### src/lc3_pkg.sv
// ----------------------------------------------------------------------------
// lc3_pkg
// Types, codes and a helper function shared by the instruction executor.
// ----------------------------------------------------------------------------
package lc3_pkg;

  localparam int unsigned MemWordsDef = 65536;
  localparam logic [15:0] StartPcReset = 16'h3000;

  localparam logic [2:0] CcNeg  = 3'd4;
  localparam logic [2:0] CcZero = 3'd2;
  localparam logic [2:0] CcPos  = 3'd1;

  localparam logic [1:0] OpExec  = 2'd0;
  localparam logic [1:0] OpMemWr = 2'd1;
  localparam logic [1:0] OpMemRd = 2'd2;

  localparam logic [3:0] OpcBr  = 4'h0;
  localparam logic [3:0] OpcAdd = 4'h1;
  localparam logic [3:0] OpcLd  = 4'h2;
  localparam logic [3:0] OpcSt  = 4'h3;
  localparam logic [3:0] OpcJsr = 4'h4;
  localparam logic [3:0] OpcAnd = 4'h5;
  localparam logic [3:0] OpcLdr = 4'h6;
  localparam logic [3:0] OpcStr = 4'h7;
  localparam logic [3:0] OpcNot = 4'h9;
  localparam logic [3:0] OpcLdi = 4'hA;
  localparam logic [3:0] OpcSti = 4'hB;
  localparam logic [3:0] OpcJmp = 4'hC;
  localparam logic [3:0] OpcLea = 4'hE;

  localparam logic [2:0] LinkReg = 3'd7;

  typedef enum logic [4:0] {
    K_NOP, K_MWR, K_MRD, K_ADD, K_AND, K_NOT, K_LEA, K_LD, K_LDI,
    K_LDR, K_ST, K_STI, K_STR, K_BR, K_JMP, K_JSR, K_UNH
  } kind_e;

  typedef struct packed {
    kind_e       kind;
    logic [15:0] ir;
    logic [15:0] addr;
    logic [15:0] data;
  } item_t;

  function automatic logic [2:0] flags_of(logic [15:0] v);
    if (v[15]) begin
      return CcNeg;
    end else if (v == 16'h0000) begin
      return CcZero;
    end
    return CcPos;
  endfunction

endpackage

### src/lc3_fifo.sv
// ----------------------------------------------------------------------------
// lc3_fifo
// Two-entry queue of classified requests between the front and back parts.
// ----------------------------------------------------------------------------
module lc3_fifo (
  input  logic          clk_i,
  input  logic          rst_ni,
  input  logic          push_i,
  input  lc3_pkg::item_t push_item_i,
  output logic          push_ready_o,
  input  logic          pop_i,
  output logic          pop_valid_o,
  output lc3_pkg::item_t pop_item_o
);
  import lc3_pkg::*;

  item_t       slot_q [2];
  logic        wp_q, rp_q;
  logic [1:0]  cnt_q;

  assign push_ready_o = (cnt_q != 2'd2);
  assign pop_valid_o  = (cnt_q != 2'd0);
  assign pop_item_o   = slot_q[rp_q];

  always_ff @(posedge clk_i) begin
    if (push_i) begin
      slot_q[wp_q] <= push_item_i;
    end
  end

  always_ff @(posedge clk_i or negedge rst_ni) begin
    if (!rst_ni) begin
      wp_q  <= 1'b0;
      rp_q  <= 1'b0;
      cnt_q <= 2'd0;
    end else begin
      if (push_i) begin
        wp_q <= ~wp_q;
      end
      if (pop_i) begin
        rp_q <= ~rp_q;
      end
      if (push_i && !pop_i) begin
        cnt_q <= cnt_q + 2'd1;
      end else if (pop_i && !push_i) begin
        cnt_q <= cnt_q - 2'd1;
      end
    end
  end

endmodule

### config.mk
export PLATFORM = sky130hd
export DESIGN_NAME = lc3_fifo
export DESIGN_NICKNAME = d
export VERILOG_FILES = /design/src/lc3_pkg.sv /design/src/lc3_fifo.sv
export SDC_FILE = /design/constraint.sdc
export NUM_CORES = 1
export LEC_CHECK = 0
export BUFFER_PORTS_ARGS = -buffer_cell sky130_fd_sc_hd__buf_2
export CAP_MARGIN = 20
export CORE_MARGIN = 1
export CORE_UTILIZATION = 50
export DETAILED_ROUTE_END_ITERATION = 8
export GPL_TIMING_DRIVEN = 0
export PLACE_DENSITY = 0.82
export SKIP_CTS_REPAIR_TIMING = 1
export SLEW_MARGIN = 10
export SYNTH_ARGS = -nofsm -noshare
export SYNTH_HDL_FRONTEND = slang
export SYNTH_SLANG_ARGS = --single-unit
### constraint.sdc
create_clock -name clk_i -period 4.5 [get_ports clk_i]
set_input_delay 0.9 -clock clk_i [delete_from_list [all_inputs] [get_ports clk_i]]
set_output_delay 0.9 -clock clk_i [all_outputs]
set_load 0.1 [all_outputs]
==> results by group <==
Outcome
  – Status: finished clean

Synthesis
  – Post-synth EDFFs: 106
  – Syn Nets: 239
  – Post-synth ARST share: 3.64%
  – Syn Area/Cell: 23.6 um^2
  – Synthesized flop and latch total: 110
  – Post-synth top flop: edfxtp_1
  – Post-synthesis cell type count: 15
  – Syn Std Cell Area: 4260 um^2
  – Sequential fraction of the synthesis area: 77.0%
  – Synth area leader: edfxtp_1
  – Post-Synthesis Cells: 181
  – Area contributors post-synth: edfxtp_1 75%, mux2_4 17%, buf_12 2.3%
  – YS warnings: 0
  – Commonest cells post-synth: 106 x edfxtp_1, 49 x mux2_4, 5 x buf_12
  – Most frequent cell after synthesis: edfxtp_1
  – Post-synth top area share: 74.6%

Timing
  – Final worst slack: 1.92 ns
  – Final TNS setup: 0 ns
  – Fmax: 387 MHz
  – Fin. Hold Viols: 0
  – Slew @ Worst Pin: 0.710 ns
  – RSZ-0062 raised after global routing: false
  – Fin crit period: 2.58 ns
  – Final clock skew: 0.00955 ns
  – Pins Over Slew Limit: 0
  – Final setup vio count: 0
  – Slew HR: 52.7%
  – Final Cycle Share: 57.4%

Die
  – Die footprint: 8900 um^2
  – Die Y: 94.4 um
  – FP Rows: 33
  – Die width: 94.4 um
  – Core Area: 8220 um^2
  – Io pins: 112
  – Initial Util: 51.9%

Place
  – Pre-CTS setup slack: 2.25 ns
  – DP Area: 5030 um^2
  – Gpl congestion: 0.631
  – Detail Placement HPWL: 4470 um
  – PortBufs: 111

Global route
  – Initial antenna violation count: 0
  – Largest net degree at the start of global routing: 28
  – Vias in the first global route: 2057
  – First-pass GRT wire length: 9700 um
  – Total grt overflow: 0
  – Global Route Usage Sum: 15.3%

Flow run
  – Max cap viols: 0

Setup path
  – Reg-to-reg critical path endpoint: slot_q[1][50]
  – Required time worst endpoint: 3.60 ns
  – CP Capture Type: output port
  – Crit Path Class: register to output port
  – Cells on worst reg2reg path: 2
  – Worst Path Arrival: 1.68 ns
  – Crit Path Max Fanout: 10
  – R2R setup slack: 2.83 ns
  – Type of origin of the critical path: register
  – Worst R2R Start: wp_q

Clocking
  – Root buffer cell: clkbuf_8
  – CTS max path bufs: 2
  – Clock slew seen by the registers of the worst setup and hold paths: 0.10 ns
  – H-tree depth: 3
  – CTS buffer count: 9
  – Later-pin clock latency in the skew report: 0.36 ns
  – CTS tree: yes
  – Clock sinks: 110

Finish
  – Final core occ: 63.4%
  – Share of cells above drive strength 1: 61.6%
  – Layout area overhead: 22.1%
  – Design Area, Final: 5210 um^2
  – Nets@finish: 364
  – Diodes inserted: 0

Routing
  – ANT nets after route: 0
  – Wire length per cell: 15.3 um
  – Pre-antenna DRT Iters: 4
  – Vias per cell: 4.82
  – Final wirelength: 6330 um
  – Via count: 2000
  – DRT iter0 DRCs: 39
  – DRC violations left: 0

Min path
  – Worst Hold Class: input pin to asynchronous set/reset pin
metal layers:
metal	global-route usage [%]	part of all wire, %	vias up
li1	-	-	953
met1	17.3	40	971
met2	27.2	54	69
met3	3.62	5.0	7
met4	7.31	1.2	0
met5	0	0	-
how the worst max path moves through the flow:
stage	startpoint	end	slack, ns	cells after the start
after global routing	rp_q	pop_item_o[15]	1.86	4
after floorplan	push_i	slot_q[0][0]	0.79	1
after detailed placement	push_i	slot_q[1][9]	2.25	3
after CTS	rp_q	pop_item_o[31]	1.88	4
final	rp_q	pop_item_o[24]	1.92	4
after global placement	push_i	slot_q[0][12]	-0.50	2
worst max-delay path, cell delays in order (launching register included):
cell,delay [ns]
dfrtp_1,0.39
buf_6,0.16
buf_12,0.16
mux2_4,0.20
buf_2,0.42
placed cells by master, fill, tap and decap left out:
cell type	n
and2_2	1
buf_12	6
buf_16	2
buf_2	111
buf_6	1
clkbuf_8	9
clkinv_2	1
clkinv_4	2
clkinvlp_4	1
dfrtp_1	4
edfxtp_1	106
ha_1	1
inv_1	1
inv_6	2
mux2_2	4
mux2_4	49
nand2b_1	1
nor2_1	1
nor2b_4	1
or2_2	1
xnor2_1	1
xor2_1	4
layout make-up:
class,instances,area (um^2)
well taps,105,131
repair buffers,114,631
fillers,591,3010
flip-flops and latches,110,3280
plain buffers,6,111
multi-input cells,64,875
inverters,1,3.75
clock buffers,9,124
clock inverters,6,47.5
state kept, by name (all words and copies together), names as in the netlist:
name	cells
cnt_q	2
rp_q	1
wp_q	1
slot_q	106
cell families (layout without fill, tap and decap cells):
family | count (synthesis) | in the layout | share of synthesized area [%]
adders and majority gates | 1 | 1 | 0.293
xor gates and xnor gates | 5 | 5 | 1.03
buffers and inverters | 7 | 136 | 2.70
muxes | 53 | 53 | 18.3
DFF | 110 | 110 | 77.0
and+or+nand+nor | 5 | 5 | 0.675
metrics by stage:
step                      hold WS [ns]  instances
final                            0.331        415
after global routing             0.314        415
after CTS                        0.313        415
after detailed placement         0.480        400
after global placement           0.469        397
after floorplan                  0.455        181
Power is not shown: default switching activity piles up to over one toggle a cycle in this logic, so the estimate is an artifact.
