--- src/lc3_pkg.sv ---
// ----------------------------------------------------------------------------
// lc3_pkg
// Types, codes and a helper function shared by the instruction executor.
// ----------------------------------------------------------------------------
package lc3_pkg;

  localparam int unsigned MemWordsDef = 65536;
  localparam logic [15:0] StartPcReset = 16'h3000;

  localparam logic [2:0] CcNeg  = 3'd4;
  localparam logic [2:0] CcZero = 3'd2;
  localparam logic [2:0] CcPos  = 3'd1;

  localparam logic [1:0] OpExec  = 2'd0;
  localparam logic [1:0] OpMemWr = 2'd1;
  localparam logic [1:0] OpMemRd = 2'd2;

  localparam logic [3:0] OpcBr  = 4'h0;
  localparam logic [3:0] OpcAdd = 4'h1;
  localparam logic [3:0] OpcLd  = 4'h2;
  localparam logic [3:0] OpcSt  = 4'h3;
  localparam logic [3:0] OpcJsr = 4'h4;
  localparam logic [3:0] OpcAnd = 4'h5;
  localparam logic [3:0] OpcLdr = 4'h6;
  localparam logic [3:0] OpcStr = 4'h7;
  localparam logic [3:0] OpcNot = 4'h9;
  localparam logic [3:0] OpcLdi = 4'hA;
  localparam logic [3:0] OpcSti = 4'hB;
  localparam logic [3:0] OpcJmp = 4'hC;
  localparam logic [3:0] OpcLea = 4'hE;

  localparam logic [2:0] LinkReg = 3'd7;

  typedef enum logic [4:0] {
    K_NOP, K_MWR, K_MRD, K_ADD, K_AND, K_NOT, K_LEA, K_LD, K_LDI,
    K_LDR, K_ST, K_STI, K_STR, K_BR, K_JMP, K_JSR, K_UNH
  } kind_e;

  typedef struct packed {
    kind_e       kind;
    logic [15:0] ir;
    logic [15:0] addr;
    logic [15:0] data;
  } item_t;

  function automatic logic [2:0] flags_of(logic [15:0] v);
    if (v[15]) begin
      return CcNeg;
    end else if (v == 16'h0000) begin
      return CcZero;
    end
    return CcPos;
  endfunction

endpackage

--- src/lc3_front.sv ---
// ----------------------------------------------------------------------------
// lc3_front
// Accepts requests and classifies each one into the kind of work it needs.
// ----------------------------------------------------------------------------
module lc3_front (
  input  logic           in_valid_i,
  output logic           in_stall_o,
  input  logic [1:0]     operation_i,
  input  logic [15:0]    instruction_i,
  input  logic [15:0]    address_i,
  input  logic [15:0]    data_i,
  input  logic           enable_i,
  input  logic           push_ready_i,
  output logic           push_o,
  output lc3_pkg::item_t item_o
);
  import lc3_pkg::*;

  kind_e kind;

  always_comb begin
    kind = K_NOP;
    case (operation_i)
      OpMemWr: kind = K_MWR;
      OpMemRd: kind = K_MRD;
      OpExec: begin
        case (instruction_i[15:12])
          OpcBr:   kind = K_BR;
          OpcAdd:  kind = K_ADD;
          OpcLd:   kind = K_LD;
          OpcSt:   kind = K_ST;
          OpcJsr:  kind = K_JSR;
          OpcAnd:  kind = K_AND;
          OpcLdr:  kind = K_LDR;
          OpcStr:  kind = K_STR;
          OpcNot:  kind = K_NOT;
          OpcLdi:  kind = K_LDI;
          OpcSti:  kind = K_STI;
          OpcJmp:  kind = K_JMP;
          OpcLea:  kind = K_LEA;
          default: kind = K_UNH;
        endcase
      end
      default: kind = K_NOP;
    endcase
  end

  assign in_stall_o  = !(push_ready_i && enable_i);
  assign push_o      = in_valid_i && !in_stall_o;
  assign item_o.kind = kind;
  assign item_o.ir   = instruction_i;
  assign item_o.addr = address_i;
  assign item_o.data = data_i;

endmodule

--- config.mk ---
export PLATFORM = sky130hd
export DESIGN_NAME = lc3_front
export DESIGN_NICKNAME = d
export VERILOG_FILES = /design/src/lc3_pkg.sv /design/src/lc3_front.sv
export SDC_FILE = /design/constraint.sdc
export NUM_CORES = 1
export LEC_CHECK = 0
export BUFFER_PORTS_ARGS = -buffer_cell sky130_fd_sc_hd__buf_2
export CORE_MARGIN = 3
export CORE_UTILIZATION = 29
export DETAILED_ROUTE_END_ITERATION = 12
export PLACE_DENSITY = 0.85
export SYNTH_ARGS = -nofsm -noshare
export SYNTH_HDL_FRONTEND = slang
export SYNTH_SLANG_ARGS = --single-unit
--- constraint.sdc ---
create_clock -name vclk -period 1.6
set_clock_uncertainty 0.2 [all_clocks]
set_input_delay 0.08 -clock vclk [all_inputs]
set_output_delay 0.08 -clock vclk [all_outputs]
set_load 0.1 [all_outputs]
==> results of run 1 <==
==> what timing repair did <==
item	CTS	global route
endpoints found under the setup margin	4	3
hold buffers	44	0
hold endpoints to repair	44	0
gates resized for setup	7	2
pin swaps	3	1
setup buffers	0	0
cloned	0	0
==> routing by layer <==
| layer | share of wire | wire length [um] | vias to the layer above |
|---|---|---|---|
| li1 | - | - | 258 |
| met1 | 0.25 | 434 | 252 |
| met2 | 0.63 | 1080 | 53 |
| met3 | 0.12 | 205 | 0 |
| met4 | 0 | 0 | 0 |
| met5 | 0 | 0 | - |
==> path summary, 6_finish.rpt <==
kind | endpoint | from | cells past startpoint
max | item_o[51] | instruction_i[12] | 7
min | in_stall_o | enable_i | 3
==> area by class of cell <==
| type | instances | share of cell area |
|---|---|---|
| timing repair buffer | 67 | 0.605 |
| tap | 27 | 0.0316 |
| inverter | 4 | 0.0281 |
| multi-input combinational | 29 | 0.336 |
==> cell usage in the layout (no fill, tap or decap), types with 4 or more instances in the layout <==
| master | netlist | routed |
|---|---|---|
| dlygate4sd3_1 | 0 | 44 |
| buf_12 | 0 | 5 |
| buf_4 | 49 | 4 |
| buf_2 | 0 | 13 |
| ha_1 | 7 | 5 |
==> power by group through the flow <==
| stage | logic (mW) | registers [mW] | clock network (mW) |
|---|---|---|---|
| after floorplan | 0.703 | 0 | 0 |
| after global placement | 0.250 | 0 | 0 |
| after detailed placement | 0.255 | 0 | 0 |
| after CTS | 0.790 | 0 | 0 |
| after global routing | 0.808 | 0 | 0 |
| final | 0.790 | 0 | 0 |
==> worst max-delay path: cells and delay by family <==
family	cells	cell delay [ps]
simple gates	1	120
compound gates	2	520
buf+inv	3	400
fa+ha+maj	1	180
==> metrics by stage <==
step / power [mW] / util / instance area [sq um]
finish: 0.790 / 0.529 / 1070
global route: 0.808 / 0.529 / 1070
CTS: 0.790 / 0.526 / 1060
detailed placement: 0.255 / 0.288 / 583
global placement: 0.250 / 0.288 / 583
floorplan: 0.703 / - / 731
==> logic make-up after synthesis <==
group                      synth area share
buffers and inverters                 0.618
AOI/OAI and AO/OA                     0.163
and+or+nand+nor                      0.0824
adders and majority gates             0.137
==> results.cfg, run 1 <==
[drt]
totalWireLength_um = 1720
via_per_inst = 4.43
drt_iter0_drc = 2
first_pass_iters = 4
vias = 563
drtAntennaViolNets = 0
drc = 0
routedWlPerCell_um = 13.5

[yosys]
netlist_top_cells_count = 49 x buf_4, 7 x ha_1, 4 x inv_1
synth-warning-count = 0
syn_nets = 143
synthTopCellsByArea = buf_4 58%, ha_1 14%, a211oi_1 3.5%
netlist.area_leader.share = 0.576
synth_cells = 83
yosysUniqueCellTypes = 22
syn_avg_cell_area_sq_um = 7.69
synth.largest_area_cell = buf_4
yosysMostFrequentCell = buf_4
synth_area_sq_um = 638
yosysSeqAreaShare = 0

[place]
place_congestion = 0.670
hpwl_um = 979
dpl.cell_count = 83
port_buffers = 20
dp_worst_setup_slack_ps = -87.5

[sta]
slew_viol_final = 0
grt_setup_unrepaired = true
finalHoldViolCount = 0
fin_tns_setup_ps = 0
post-route-min-period_ps = 1580
whs_ps = 368
fmax_ghz = 0.632
fin_ws_ps = 18.6
tightest_slew_ps = 991
relSlewSlack = 0.337
period_share = 0.988
final-setup-viol-count = 0

[global_route]
met3_usage = 0.00282
top_usage_layer = met2
met2_usage = 0.252
grt_pass1_vias = 498
grt_max_degree = 14
grt_pass1_wl_um = 2120
antenna_found_initial = 0
grt_overflow_total = 0
grt_usage = 0.0968
use_met1 = 0.0719

[finish]
fin_nets = 162
multi_input_area_sq_um = 359
clkbuf_count = 0
num_antenna_cells = 0
regArea_sq_um = 0
fin_cells = 127
drive_gt1_frac = 0.350
seq_cells = 0
fill_cells = 174
syn2layout_area_growth_pct = 67.6

[setup_path]
crit_chain = buf_4 > inv_4 > ha_4 > nor2b_1 > a211o_1 > a211oi_4 > buf_12
crit_path_end_kind = output port
cp-start-kind = primary input
crit_slowest_cell = a211o_1
critPathRequiredTime_ps = 1320
arrival_ps = 1300
path_max_fanout = 3
max_stage_delay_ps = 270
critPathKind = in -> out

[die]
design.die.area_sq_um = 2800
coreArea_sq_um = 2020
initial_utilization = 0.316
rows = 16
die_y_um = 52.9
pin_count = 108
die_x_um = 52.9

[power_and_ir_drop]
p_comb_frac = 1.000
p_seq_frac = 0
p_switching_mw = 0.635
irDropWorstVdd_uv = 439
p_leak_nw = 0.444
internal_power_mw = 0.156
switching_share = 0.803
clkPwrFrac = 0
powerDensity_nw_per_um2 = 739

[min_path]
hp-class = in -> out

[run]
drv_cap = 0

[run_status]
status = finished, final reports clean
(Power assumes the default switching activity.)
==> run 2, diff against run 1 <==
- PLACE_DENSITY: 0.85 -> 0.87
==> run 2 against run 1 <==
Net effect: worst setup slack better by 22 ps; final cell count rose by 1.6%; maximum frequency is 1.4% higher; combinational power rose by 1%; first-iteration DRC count shrank 50%; non-clock buffer count increased by 2; critical path type unchanged; critical endpoint is now item_o[23]; largest power group unchanged.
==> results.cfg, run 2 (synthesis gave the netlist of run 1 again) <==
[run_status]
status = finished, final reports clean

[run]
drv_cap = 0

[global_route]
use_met1 = 0.0985
grt_pass1_wl_um = 2410
grt_pass1_vias = 519
grt_usage = 0.110
met3_usage = 0.00563
grt_max_degree = 14
antenna_found_initial = 0
top_usage_layer = met2
grt_overflow_total = 0
met2_usage = 0.264

[setup_path]
critPathRequiredTime_ps = 1320
cp_num_buf_inv = 1
cp-start-kind = primary input
path_delay_family = buffers and inverters
crit_chain = dlygate4sd3_1
path_max_fanout = 1
critPathKind = in -> out
crit_slowest_cell = dlygate4sd3_1
max_stage_delay_ps = 1190
arrival_ps = 1280
crit_path_end_kind = output port

[finish]
seq_cells = 0
regArea_sq_um = 0
syn2layout_area_growth_pct = 71.6
num_antenna_cells = 0
drive_gt1_frac = 0.373
fill_cells = 176
final_common_cell = dlygate4sd3_1
clkbuf_count = 0
final_cell_mix = 44 x dlygate4sd3_1, 13 x buf_2, 6 x buf_12
fin_nets = 164

[die]
design.die.area_sq_um = 2800
pin_count = 108
die_x_um = 52.9
die_y_um = 52.9
coreArea_sq_um = 2020
initial_utilization = 0.316
rows = 16

[place]
hpwl_um = 980
port_buffers = 20
place_congestion = 0.836

[drt]
drc = 0
totalWireLength_um = 1830
drtAntennaViolNets = 0
via_per_inst = 4.47
vias = 577
drt_iter0_drc = 1
routedWlPerCell_um = 14.2
first_pass_iters = 2

[power_and_ir_drop]
p_leak_nw = 0.463
powerDensity_nw_per_um2 = 728
irDropWorstVdd_uv = 397

[sta]
final-setup-viol-count = 0
finalHoldViolCount = 0
fin_tns_setup_ps = 0
fmax_ghz = 0.641
tightest_slew_ps = 998
grt_setup_unrepaired = true
slew_viol_final = 0
post-route-min-period_ps = 1560
whs_ps = 364
period_share = 0.975
relSlewSlack = 0.332

[min_path]
hp-class = in -> out

[clock_network]
cts_setup_buffers = 0
## run 2: timing repair
action,CTS,global route
resized for setup,5,8
pin swaps,3,2
hold buffers,44,0
endpoints found under the setup margin,3,3
hold endpoints to repair,44,0
## run 2: stage by stage
stage / power, mW / util / setup WS (ps) / instances / cell area [sq um]
floorplan: 0.703 / - / -258 / 83 / 731
global placement: 0.253 / 0.296 / -69.0 / 85 / 598
detailed placement: 0.258 / 0.296 / -88.7 / 85 / 598
CTS: 0.785 / 0.522 / -7.79 / 129 / 1050
global route: 0.818 / 0.541 / -5.02 / 129 / 1090
finish: 0.798 / 0.541 / 40.2 / 129 / 1090
## run 2: layer usage
metal	vias up	wire length, um
met1	261	479
met5	-	0
li1	262	-
met3	0	230
met4	0	0
met2	54	1120
## run 2: final timing paths
check                   startpoint         end  slack (ps)  depth (start not counted)
worst min-delay path      enable_i  in_stall_o         360                          3
worst max-delay path  address_i[7]  item_o[23]          40                          1
## run 2: area by class of cell
type | count | area, sq um | area share
Timing Repair Buffer | 69 | 678 | 0.619
Multi-Input combinational cell | 29 | 350 | 0.320
Tap cell | 27 | 33.8 | 0.0309
Inverter | 4 | 32.5 | 0.0297
## run 2: power breakdown
group	switching (mW)	total [mW]	internal, mW
clock	0	0	0
combinational	0.634	0.798	0.164
sequential	0	0	0
